`config.mk`:
```
export PLATFORM = sky130hd
export DESIGN_NAME = rfid_tag_allow_list_flat
export DESIGN_NICKNAME = d
export VERILOG_FILES = /design/src/sv/rtal_pkg.sv /design/src/sv/rtal_if.sv /design/src/sv/rfid_tag_allow_list.sv /design/src/sv/rtal_table.sv /design/src/flat_wrapper.sv
export SDC_FILE = /design/constraint.sdc
export NUM_CORES = 1
export LEC_CHECK = 0
export ABC_CLOCK_PERIOD_IN_PS = 16700
export BUFFER_PORTS_ARGS = -buffer_cell sky130_fd_sc_hd__clkbuf_2
export CAP_MARGIN = 20
export CORE_ASPECT_RATIO = 0.6
export CORE_MARGIN = 2
export CORE_UTILIZATION = 43
export CTS_CLUSTER_SIZE = 16
export DETAILED_ROUTE_END_ITERATION = 6
export GPL_TIMING_DRIVEN = 0
export PLACE_DENSITY = 0.63
export SYNTH_ARGS = -nofsm -noshare
export SYNTH_HDL_FRONTEND = slang
export SYNTH_HIERARCHICAL = 1
export SYNTH_SLANG_ARGS = --single-unit
```
`constraint.sdc`:
```
create_clock -name clk -period 16.7 [get_ports clk]
set_clock_uncertainty 0.05 [all_clocks]
set_input_delay 3.34 -clock clk [delete_from_list [all_inputs] [get_ports clk]]
set_output_delay 3.34 -clock clk [all_outputs]
set_load 0.02 [all_outputs]
```
`src/sv/rtal_pkg.sv`:
```
// Shared constants and types for the card allow list.
`default_nettype none

package rtal_pkg;

  localparam int unsigned UID_W = 32;
  localparam int unsigned COUNT_OUT_W = 5;
  localparam int unsigned TABLE_ENTRIES_DEF = 16;

  localparam logic [UID_W-1:0] MASTER_RESET = {8'hC3, 8'h66, 8'hCB, 8'h18};

  localparam logic ACT_QUERY  = 1'b0;
  localparam logic ACT_TOGGLE = 1'b1;

  typedef enum logic [1:0] {
    CHG_NONE    = 2'd0,
    CHG_ADDED   = 2'd1,
    CHG_REMOVED = 2'd2,
    CHG_FULL    = 2'd3
  } change_code_t;

  typedef struct packed {
    logic go;
    logic toggle;
  } tbl_req_t;

  typedef struct packed {
    logic         listed;
    change_code_t code;
  } tbl_rsp_t;

endpackage

`default_nettype wire

```
`src/sv/rtal_if.sv`:
```
// Valid/ready channel interfaces for the input, result and configuration words.
`default_nettype none

interface rtal_in_if;
  logic                     valid;
  logic                     ready;
  logic                     action;
  logic [rtal_pkg::UID_W-1:0] card_uid;

  modport source (output valid, output action, output card_uid, input ready);
  modport sink (input valid, input action, input card_uid, output ready);
endinterface

interface rtal_out_if;
  logic                           valid;
  logic                           ready;
  logic                           is_master;
  logic                           was_listed;
  logic [1:0]                     change_code;
  logic [rtal_pkg::COUNT_OUT_W-1:0] entry_count;

  modport source (output valid, output is_master, output was_listed, output change_code,
                  output entry_count, input ready);
  modport sink (input valid, input is_master, input was_listed, input change_code,
                input entry_count, output ready);
endinterface

interface rtal_cfg_if;
  logic                       valid;
  logic                       ready;
  logic [rtal_pkg::UID_W-1:0] data;

  modport source (output valid, output data, input ready);
  modport sink (input valid, input data, output ready);
endinterface

`default_nettype wire

```
`src/sv/rfid_tag_allow_list.sv`:
```
// Card identifier allow list: top level with input register, table and result register.
//
// Input channel in_ch carries one word per card: action (query or toggle) and card_uid.
// Result channel out_ch returns one word per input word: is_master, was_listed,
// change_code and entry_count (valid entries after the word).
// Configuration channel cfg_ch writes master_uid; it is always ready and takes
// effect on the next word processed. Write it only while no word is in flight.
// A word accepted on in_ch goes into the input register, then into the result register that drives out_ch.
// Throughput: one word per cycle while out_ch takes results; the parallel compare over all entries and the
// lowest free slot pick sit between the input register and the result register.
// A stalled out_ch holds its word; the input register then fills and in_ch.ready
// drops until the result is taken.
// Reset (rst_n low, synchronous): empties the table, zeroes the count, restores
// master_uid to C3 66 CB 18 and drops both register stages.
`default_nettype none

module rfid_tag_allow_list #(
  parameter int unsigned TABLE_ENTRIES = rtal_pkg::TABLE_ENTRIES_DEF
) (
  input wire logic   clk,
  input wire logic   rst_n,
  rtal_in_if.sink    in_ch,
  rtal_out_if.source out_ch,
  rtal_cfg_if.sink   cfg_ch
);

  logic                            s1_valid_r;
  logic                            s1_action_r;
  logic [rtal_pkg::UID_W-1:0]      s1_uid_r;
  logic [rtal_pkg::UID_W-1:0]      master_r;

  logic                            out_valid_r;
  logic                            out_is_master_r;
  logic                            out_was_listed_r;
  rtal_pkg::change_code_t          out_code_r;
  logic [rtal_pkg::COUNT_OUT_W-1:0] out_count_r;

  logic                            advance;
  rtal_pkg::tbl_req_t              tbl_req;
  rtal_pkg::tbl_rsp_t              tbl_rsp;
  logic [rtal_pkg::COUNT_OUT_W-1:0] count_nxt;

  assign advance      = !out_valid_r || out_ch.ready;
  assign in_ch.ready  = !s1_valid_r || advance;
  assign cfg_ch.ready = 1'b1;

  assign tbl_req.go     = s1_valid_r && advance;
  assign tbl_req.toggle = (s1_action_r == rtal_pkg::ACT_TOGGLE);

  rtal_table #(
    .TABLE_ENTRIES(TABLE_ENTRIES)
  ) u_table (
    .clk       (clk),
    .rst_n     (rst_n),
    .req       (tbl_req),
    .uid       (s1_uid_r),
    .rsp       (tbl_rsp),
    .count_out (count_nxt)
  );

  always_ff @(posedge clk) begin
    if (!rst_n) begin
      master_r    <= rtal_pkg::MASTER_RESET;
      s1_valid_r  <= 1'b0;
      out_valid_r <= 1'b0;
    end else begin
      if (cfg_ch.valid) begin
        master_r <= cfg_ch.data;
      end
      if (in_ch.ready) begin
        s1_valid_r <= in_ch.valid;
      end
      if (advance) begin
        out_valid_r <= s1_valid_r;
      end
    end
  end

  always_ff @(posedge clk) begin
    if (in_ch.valid && in_ch.ready) begin
      s1_action_r <= in_ch.action;
      s1_uid_r    <= in_ch.card_uid;
    end
    if (tbl_req.go) begin
      out_is_master_r  <= (s1_uid_r == master_r);
      out_was_listed_r <= tbl_rsp.listed;
      out_code_r       <= tbl_rsp.code;
      out_count_r      <= count_nxt;
    end
  end

  assign out_ch.valid       = out_valid_r;
  assign out_ch.is_master   = out_is_master_r;
  assign out_ch.was_listed  = out_was_listed_r;
  assign out_ch.change_code = out_code_r;
  assign out_ch.entry_count = out_count_r;

endmodule

`default_nettype wire

```
`src/sv/rtal_table.sv`:
```
// Identifier table with valid marks, parallel match, lowest free slot pick and count.
`default_nettype none

module rtal_table #(
  parameter int unsigned TABLE_ENTRIES = rtal_pkg::TABLE_ENTRIES_DEF
) (
  input  wire logic                             clk,
  input  wire logic                             rst_n,
  input  wire rtal_pkg::tbl_req_t               req,
  input  wire logic [rtal_pkg::UID_W-1:0]       uid,
  output rtal_pkg::tbl_rsp_t                    rsp,
  output logic [rtal_pkg::COUNT_OUT_W-1:0]      count_out
);

  localparam int unsigned CW = $clog2(TABLE_ENTRIES + 1);

  logic [rtal_pkg::UID_W-1:0] uid_r [TABLE_ENTRIES];
  logic [TABLE_ENTRIES-1:0]   valid_r, valid_nxt;
  logic [CW-1:0]              count_r, count_nxt;

  logic [TABLE_ENTRIES-1:0] hit_vec, hit_low, free_vec, free_low;
  logic                     listed, full, do_add;
  logic [31:0]              count_ext;

  always_comb begin
    for (int i = 0; i < TABLE_ENTRIES; i++) begin
      hit_vec[i] = valid_r[i] && (uid_r[i] == uid);
    end
  end

  assign free_vec = ~valid_r;
  assign hit_low  = hit_vec & (~hit_vec + TABLE_ENTRIES'(1));
  assign free_low = free_vec & (~free_vec + TABLE_ENTRIES'(1));
  assign listed   = |hit_vec;
  assign full     = &valid_r;
  assign do_add   = req.go && req.toggle && !listed && !full;

  always_comb begin
    valid_nxt = valid_r;
    count_nxt = count_r;
    rsp.listed = listed;
    rsp.code   = rtal_pkg::CHG_NONE;
    if (req.toggle) begin
      if (listed) begin
        rsp.code = rtal_pkg::CHG_REMOVED;
      end else if (full) begin
        rsp.code = rtal_pkg::CHG_FULL;
      end else begin
        rsp.code = rtal_pkg::CHG_ADDED;
      end
    end
    if (req.go && req.toggle) begin
      if (listed) begin
        valid_nxt = valid_r & ~hit_low;
        count_nxt = count_r - CW'(1);
      end else if (!full) begin
        valid_nxt = valid_r | free_low;
        count_nxt = count_r + CW'(1);
      end
    end
  end

  assign count_ext = 32'(count_nxt);
  assign count_out = count_ext[rtal_pkg::COUNT_OUT_W-1:0];

  always_ff @(posedge clk) begin
    if (!rst_n) begin
      valid_r <= '0;
      count_r <= '0;
    end else begin
      valid_r <= valid_nxt;
      count_r <= count_nxt;
    end
  end

  always_ff @(posedge clk) begin
    for (int i = 0; i < TABLE_ENTRIES; i++) begin
      if (do_add && free_low[i]) begin
        uid_r[i] <= uid;
      end
    end
  end

endmodule

`default_nettype wire

```
`src/flat_wrapper.sv`:
```
// flat-port wrapper written by rule: the top's interface ports become plain ports
module rfid_tag_allow_list_flat 
#(
  parameter int unsigned TABLE_ENTRIES = rtal_pkg::TABLE_ENTRIES_DEF
)
  (clk, rst_n, in_ch_valid, in_ch_action, in_ch_card_uid, in_ch_ready, out_ch_valid, out_ch_is_master, out_ch_was_listed, out_ch_change_code, out_ch_entry_count, out_ch_ready, cfg_ch_valid, cfg_ch_data, cfg_ch_ready);
  rtal_in_if in_ch_i ();
  rtal_out_if out_ch_i ();
  rtal_cfg_if cfg_ch_i ();
  input wire logic clk;
  input wire logic rst_n;
  input wire logic [$bits(in_ch_i.valid)-1:0] in_ch_valid;
  input wire logic [$bits(in_ch_i.action)-1:0] in_ch_action;
  input wire logic [$bits(in_ch_i.card_uid)-1:0] in_ch_card_uid;
  output wire logic [$bits(in_ch_i.ready)-1:0] in_ch_ready;
  output wire logic [$bits(out_ch_i.valid)-1:0] out_ch_valid;
  output wire logic [$bits(out_ch_i.is_master)-1:0] out_ch_is_master;
  output wire logic [$bits(out_ch_i.was_listed)-1:0] out_ch_was_listed;
  output wire logic [$bits(out_ch_i.change_code)-1:0] out_ch_change_code;
  output wire logic [$bits(out_ch_i.entry_count)-1:0] out_ch_entry_count;
  input wire logic [$bits(out_ch_i.ready)-1:0] out_ch_ready;
  input wire logic [$bits(cfg_ch_i.valid)-1:0] cfg_ch_valid;
  input wire logic [$bits(cfg_ch_i.data)-1:0] cfg_ch_data;
  output wire logic [$bits(cfg_ch_i.ready)-1:0] cfg_ch_ready;
  assign in_ch_i.valid = in_ch_valid;
  assign in_ch_i.action = in_ch_action;
  assign in_ch_i.card_uid = in_ch_card_uid;
  assign in_ch_ready = in_ch_i.ready;
  assign out_ch_valid = out_ch_i.valid;
  assign out_ch_is_master = out_ch_i.is_master;
  assign out_ch_was_listed = out_ch_i.was_listed;
  assign out_ch_change_code = out_ch_i.change_code;
  assign out_ch_entry_count = out_ch_i.entry_count;
  assign out_ch_i.ready = out_ch_ready;
  assign cfg_ch_i.valid = cfg_ch_valid;
  assign cfg_ch_i.data = cfg_ch_data;
  assign cfg_ch_ready = cfg_ch_i.ready;
  rfid_tag_allow_list #(.TABLE_ENTRIES(TABLE_ENTRIES)) u_core (.clk(clk), .rst_n(rst_n), .in_ch(in_ch_i), .out_ch(out_ch_i), .cfg_ch(cfg_ch_i));
endmodule
```
==> impl_results.md, run 1 <==
* Status: finished clean
* RSZ-0062 raised after global routing: no
* Row count at 69
* Hold wc startpoint: u_core/master_r[8]
* R2R Path Start: u_core/s1_uid_r[8]
* Die Height at between 150 and 200 um
* CTS root buf: clkbuf_16
* P per Cell Area at roughly 110 nW/um^2
* Via density at approximately 5.6
* Syn Inst Count at roughly 1.7k
* Post-Syn Area at about 26,000 sq um
* Global-route wire length before repair at around 110,000 um
* Pin count of the biggest net entering global routing at 34
* Num ports at just over 80
* Leakage at 10.6 nW
* Via count at approximately 15k
* Relative slew slack at 0.205
* Tmin final at approximately 7.3 ns
* Hpwl dp at ~54,000 um
* FF/Latch Area at around 18,000 sq um
* Count of input and output buffers at between 70 and 80
* Vias in the first global route at 14.1k
* Most common cell in the netlist: edfxtp_1
* Synthesis Warnings at 6
* Hold_buf cts at 0
* Endpoints failing setup at 0
* Worst Path Required at 13.31 ns
* Yosys reg bits at around 610
* Drt drc at 0
* Post-synth EDFFs at about 550
* RePlAce Congestion at 0.925
* Clock-pin slew on the worst setup and hold paths at 0.06 ns
* Post-CTS setup buffer count at 0
* Placeable Area at around 59,000 sq um
* DRT iter0 DRCs at around 2.3k
* CTS max path bufs at 3
* P&R area growth vs syn at 17.9%
* Worst setup path startpoint: out_ch_ready
* Ys flop type: edfxtp_1
* CTS tree: yes
* MaxCap Viol Count at 0
* Leading area contributor after synthesis: edfxtp_1
* Setup tns final at 0 ns
* Die W at ~320 um
* Largest cells by area after synthesis: edfxtp_1 (64%), xor2_1 (14%), xnor2_1 (4.2%)
* Fin. Hold Viols at 0
* Critical-path maximum fanout at 4
* Slew Viols, Final at 0
* Max Fclk at between 0.1 and 0.15 GHz
* Post-Syn Nets at 1,751
* Critical path arrival at a little under 4 ns
* Post-synthesis sequential area ratio at 0.682
* FILL cells at between 4k and 5k
* Synth cell types at 56
* Final Power at 3.38 mW
* CP Class: input port to output pin
* Initial core utilization at 0.437
* Post-cts resize count at 0
* Clk_lat worst skew at roughly 0.6 ns
* Grt ovf at 0
* First-pass DRT Iterations at 7
* H-tree Lvls at 2
* Area of the multi-input gates at 7570 sq um
* All-layer global routing usage at 0.249
* Tcrit/Tclk final at 0.437
* Clk sinks at approximately 610
* Die ar. at ~63,000 sq um
* Slew @ Worst Pin at around 1.2 ns
* Routed WL at just under 80,000 um
* Average size of a mapped cell at roughly 15 sq um
* Async SR Flop Fraction at 0
* Worst setup SP type: input port
* Share of post-route cells with drive strength above 1 at 0.171
* Num CTS Buffers at 56
* VDD IR-drop max at roughly 97 uV
* WL/cell at approximately 29 um
* Top cell type's share of synthesized area at 0.639
* DRT antenna net count at 0
* Antenna violations before repair at 5
* Layout Nets at approximately 1.9k
* CP Capture Type: output pin
* Commonest cells in the netlist: edfxtp_1 (554), xor2_1 (412), xnor2_1 (126)
* Hold WC Path Type: register to register
==> flip-flops by register name, indices dropped and copies added, names as in the netlist <==
signal	flops
u_core/u_table/uid_r	512
u_core/out_ch.valid	1
u_core/u_table/valid_r	16
u_core/master_r	32
u_core/out_ch.was_listed	1
u_core/s1_uid_r	32
u_core/s1_action_r	1
u_core/out_ch.is_master	1
u_core/out_ch.change_code	2
u_core/u_table/count_r	5
u_core/s1_valid_r	1
u_core/out_ch.entry_count	5
==> final timing paths <==
| check | to | slack, ns | cells past startpoint |
|---|---|---|---|
| worst max-delay path | in_ch_ready | 9.41 | 4 |
| worst min-delay path | u_core/master_r[8] | 0.45 | 2 |
| worst max register to register | u_core/u_table/uid_r[1][229] | 11.22 | 14 |
| worst min register to register | u_core/master_r[8] | 0.45 | 2 |
==> stage by stage <==
step           utilization  instances  hold slack [ns]  instance area, sq um  setup slack, ns
6_report             0.516       2702            0.446                 30700             9.41
5_1_grt              0.516       2699            0.468                 30700             9.32
4_1_cts              0.514       2694            0.447                 30600             9.40
3_5_place_dp         0.479       2589            0.430                 28500             9.00
3_3_place_gp         0.460       2539            0.417                 27400             6.13
2_1_floorplan            -       1679            0.408                 26000             8.70
==> placed cells by master (no fill, tap or decap), types with 27 or more instances in the layout <==
| cell | instances |
|---|---|
| dfxtp_1 | 55 |
| buf_6 | 34 |
| mux2i_1 | 37 |
| clkbuf_2 | 82 |
| buf_4 | 41 |
| clkbuf_16 | 60 |
| buf_16 | 30 |
| xor2_1 | 412 |
| nand3_1 | 27 |
| xnor2_1 | 126 |
| nand2_1 | 49 |
| nor4_1 | 102 |
| nand4_1 | 51 |
| edfxtp_1 | 554 |
==> worst max-delay path, cell delays in order <==
cell and delay [ns]:
clkbuf_2 0.08, nor2b_1 0.21, nand2_1 0.11, clkbuf_2 0.17
==> report_power, final <==
part / internal, mW / switching [mW] / total, mW / leakage, nW
Clock: 0.873 / 0.574 / 1.45 / 1.03
Sequential: 1.68 / 0.0303 / 1.71 / 5.47
Combinational: 0.0855 / 0.138 / 0.223 / 4.14
==> final cells by class <==
cell class,instances,share of cell area
Sequential cell,609,0.578
Tap cell,781,0.0319
Clock buffer,76,0.0533
Multi-Input combinational cell,976,0.247
Buffer,77,0.0239
Clock inverter,29,0.0150
Antenna cell,3,0.000245
Inverter,17,0.00208
Timing Repair Buffer,134,0.0485
==> metal layers <==
metal,GRT usage,up-vias,share of wire
met5,0,-,0
met4,0.0571,0,0.022
met3,0.0794,111,0.14
met2,0.333,924,0.40
met1,0.389,7619,0.44
li1,-,6499,-
==> cells by family (layout without fill, tap and decap cells) <==
group,Yosys count,count (layout),synth area share
AOI/OAI and AO/OA,45,45,0.0125
buffers and inverters,94,333,0.0306
adders and majority gates,2,2,0.000962
DFF,609,609,0.682
other,1,4,0.000144
xor gates and xnor gates,538,538,0.181
and+or+nand+nor,353,353,0.0786
muxes,37,37,0.0142
No activity file was read; power rests on OpenSTA's default activity.
==> run 2: changes to the inputs <==
ABC_AREA = 1   (was unset)
ABC_CLOCK_PERIOD_IN_PS = 7400   (was 16700)
clock period = 7.4 ns   (was 16.7 ns; I/O delays follow)
==> run 2 against run 1 <==
  * The flow now finishes with violations (design-rule violations)
  * Cell count rose by 44%
  * Sequential power rose by 130%
  * First-iteration DRC count rose by 60%
  * Via count rose by 41%
  * Utilization fell by 0.84 points
  * Count of clock-buffer cells in the layout fell by 3
  * Global-route usage rose by 4.4 points
  * Critical path type is now register to register
  * Critical endpoint is now u_core/u_table/uid_r[1][149]
  * Largest cell class unchanged
  * Highest routed layer unchanged
==> impl_results.md, run 2 <==
* Status: complete, but fails checks
* Failing checks: design-rule violations
* Placeable Area at 64,600 sq um (+8.6%)
* Synthesis Warnings at 6 (unchanged)
* Top Registers: u_core/u_table/uid_r x512, u_core/master_r x32, u_core/s1_uid_r x32
* Drt drc at 3 (+3)
* Slowest stage cell on the critical path: edfxtp_1
* Via density at 5.51 (-1.7%)
* Layout Nets at 3,055 (+57%)
* Most common cell in the netlist: nand2_1
* Via count at 21.4k (+41%)
* FF-to-FF setup slack at 2.31 ns (-8.91 ns)
* Largest register FFs at 512 (unchanged)
* Hold_buf cts at 0 (unchanged)
* Routed WL at 99,600 um (+27%)
* Tmin final at 5.09 ns
* CTS tree: yes
* Internal power at 5.64 mW (+110%)
* Hold wc startpoint: u_core/master_r[12]
* Row count at 72 (+4.3%)
* CTS root buf: clkbuf_16
* Slew @ Worst Pin at 1.01 ns (-0.182 ns)
* Fin. Hold Viols at 0 (unchanged)
* RePlAce Congestion at 0.931 (+0.67%)
* Gate power share at 0.086 (+0.020)
* Syn Inst Count at 2,795 (+66%)
* First-pass DRT Iterations at 7 (unchanged)
* Post-CTS setup buffer count at 0 (unchanged)
* Fin cells at 3,881 (+44%)
* P per Cell Area at 228 nW/um^2 (+110%)
* Reg2reg path depth at 20 (+6)
* Count of input and output buffers at 80 (+1.3%)
* Die ar. at 67,700 sq um (+8.2%)
* Leading area contributor after synthesis: edfxtp_1
* Hold Path Depth at 2 (unchanged)
* R2R Path Start: u_core/s1_uid_r[5]
* CP delay by family, top: simple AND/OR/NAND/NOR gates
* H-tree Lvls at 2 (unchanged)
* Worst setup SP type: register
* Average size of a mapped cell at 10.1 sq um (-35%)
* Net Sw Frac at 0.245 (+0.0250)
* Initial core utilization at 0.436 (-0.000963)
* CP Capture Type: register
* Fin util at 0.507 (-0.00840)
* Endpoints failing setup at 0 (unchanged)
* Commonest cells in the netlist: nand2_1 (839), edfxtp_1 (554), inv_1 (313)
* Setup tns final at 0 ns (unchanged)
* WL/cell at 25.7 um (-11%)
* Clock-pin slew on the worst setup and hold paths at 0.07 ns (about the same)
* Clk sinks at 609 (unchanged)
* Post-Syn Area at 28,200 sq um (+8.3%)
* CP Class: register to register
* Sw Pwr at 1.83 mW (+150%)
* VDD IR-drop max at 205 uV (+110%)
* Antenna violations before repair at 5 (unchanged)
* Num CTS Buffers at 56 (unchanged)
* Post-Syn Nets at 2,867 (+64%)
* Hpwl dp at 68,500 um (+28%)
* Commonest non-fill, non-tap cell in the layout: nand2_1
* R2r endpoint: u_core/u_table/uid_r[1][149]
* Final Power at 7.47 mW (+120%)
* Yosys reg bits at 609 (unchanged)
* Global-route wire length before repair at 140,000 um (+30%)
* Sequence of cells on the critical path: buf_16 -> buf_4 -> inv_4 -> buf_2 -> o21ai_2 -> inv_2 -> nand4_1 -> nor2_1 -> nand3_1 -> nor2_1 -> nor2_1 -> nand2_2 -> nor2_8 -> nand2_8 -> nor2_8 -> nand2_4 -> buf_6 -> nor4_4 -> buf_6 -> buf_6
* Pin count of the biggest net entering global routing at 33 (-2.9%)
* Relative slew slack at 0.322 (+0.117)
* Crit path buf inv count at 8 (+6)
* Ys flop type: edfxtp_1
* MaxCap Viol Count at 0 (unchanged)
* Dpl cells at 3,771 (+46%)
* DRT antenna net count at 0 (unchanged)
* Die Height at 202 um (+4.0%)
* Highest-count cells in the layout ignoring fill and taps: nand2_1 (839), edfxtp_1 (554), inv_1 (313)
* Post-cts resize count at 0 (unchanged)
* Async SR Flop Fraction at 0 (unchanged)
* Vias in the first global route at 19.9k (+41%)
* Post-synthesis sequential area ratio at 0.629 (-0.0525)
* Most flops, register: u_core/u_table/uid_r
* Largest cells by area after synthesis: edfxtp_1 (59%), nand2_1 (11%), xnor2_1 (4.4%)
* Clock power share at 0.399 (-0.029)
* Critical path's largest stage delay at 0.69 ns (+0.48 ns)
* Slew Viols, Final at 0 (unchanged)
* Critical-path maximum fanout at 14 (+10)
* Setup ws final at 2.31 ns (-7.09 ns)
* Sequential share of power at 0.515 (+0.010)
* Tcrit/Tclk final at 0.687
* Grt ovf at 0 (unchanged)
* Clk_lat worst skew at 0.63 ns (+0.03 ns)
* Post-synth EDFFs at 554 (unchanged)
* DP Worst Slack at 1.97 ns (-7.03 ns)
* Synth cell types at 51 (-8.9%)
* Critical path arrival at 5.36 ns (+1.46 ns)
* RSZ-0062 raised after global routing: no
* CTS max path bufs at 3 (unchanged)
* Top cell type's share of synthesized area at 0.590 (-0.0493)
* All-layer global routing usage at 0.293 (+0.0439)
* Share of post-route cells with drive strength above 1 at 0.128 (-0.0432)
* Num ports at 82 (unchanged)
* Max Fclk at about 0.2 GHz
* Die W at 335 um (+4.0%)
* Hold path endpoint: u_core/master_r[12]
* Worst Path Required at 7.67 ns (-5.64 ns)
* DRT iter0 DRCs at 3,656 (+60%)
* Leakage at 13.1 nW (+23%)
* P&R area growth vs syn at 16.3%
* Hold WC Path Type: register to register
-- run 2: power groups by stage --
stage               clock network (mW)  logic, mW  registers (mW)
floorplan                            0      0.288            3.91
CTS                               2.99      0.604            3.86
global placement                     0      0.478            4.00
finish                            2.98      0.642            3.85
detailed placement                   0      0.602            3.94
global route                      3.13      0.669            3.85
-- run 2: worst max-delay path by stage --
stage,from,endpoint,slack (ns),cells after the start
2_1_floorplan,out_ch_ready,u_core/u_table/uid_r[0][100],2.60,7
3_3_place_gp,u_core/s1_uid_r[29],u_core/u_table/uid_r[0][49],0.68,16
3_5_place_dp,out_ch_ready,u_core/u_table/uid_r[1][80],1.97,8
4_1_cts,u_core/s1_uid_r[28],u_core/u_table/uid_r[1][146],2.30,17
5_1_grt,u_core/s1_uid_r[23],u_core/u_table/uid_r[1][149],2.20,22
6_report,u_core/s1_uid_r[5],u_core/u_table/uid_r[1][149],2.31,20
-- run 2: cell families after synthesis --
family                     Yosys count  share of synthesized area
xor gates and xnor gates           174                     0.0541
DFF                                609                      0.629
other                                1                   0.000133
and+or+nand+nor                   1307                      0.193
buffers and inverters              440                     0.0716
AOI/OAI and AO/OA                  262                     0.0510
adders and majority gates            2                   0.000888
-- run 2: routing by layer --
| metal | up-vias | wire (um) | global-route usage |
|---|---|---|---|
| met3 | 192 | 14400 | 0.0818 |
| li1 | 9497 | - | - |
| met1 | 10249 | 41200 | 0.433 |
| met5 | - | 0 | 0 |
| met2 | 1449 | 40500 | 0.418 |
| met4 | 0 | 3380 | 0.0862 |
-- run 2: layout make-up --
cell class,count,area (sq um)
Antenna cell,2,5.00
Buffer,91,702
Clock buffer,73,1520
Clock inverter,30,304
Fill cell,5636,31800
Inverter,349,1320
Multi-Input combinational cell,1746,8520
Sequential cell,609,17700
Tap cell,851,1060
Timing Repair Buffer,130,1610
-- run 2: tightest hold or removal path: stages, from the launching register on --
cell and delay, ns:
dfxtp_1 0.31, inv_1 0.06, a21oi_1 0.06
-- run 2: through the flow --
step / hold WS, ns / cell area [sq um]
after floorplan: 0.396 / 28200
after global placement: 0.406 / 29700
after detailed placement: 0.415 / 30800
after CTS: 0.430 / 32700
after global routing: 0.453 / 32800
final: 0.427 / 32800
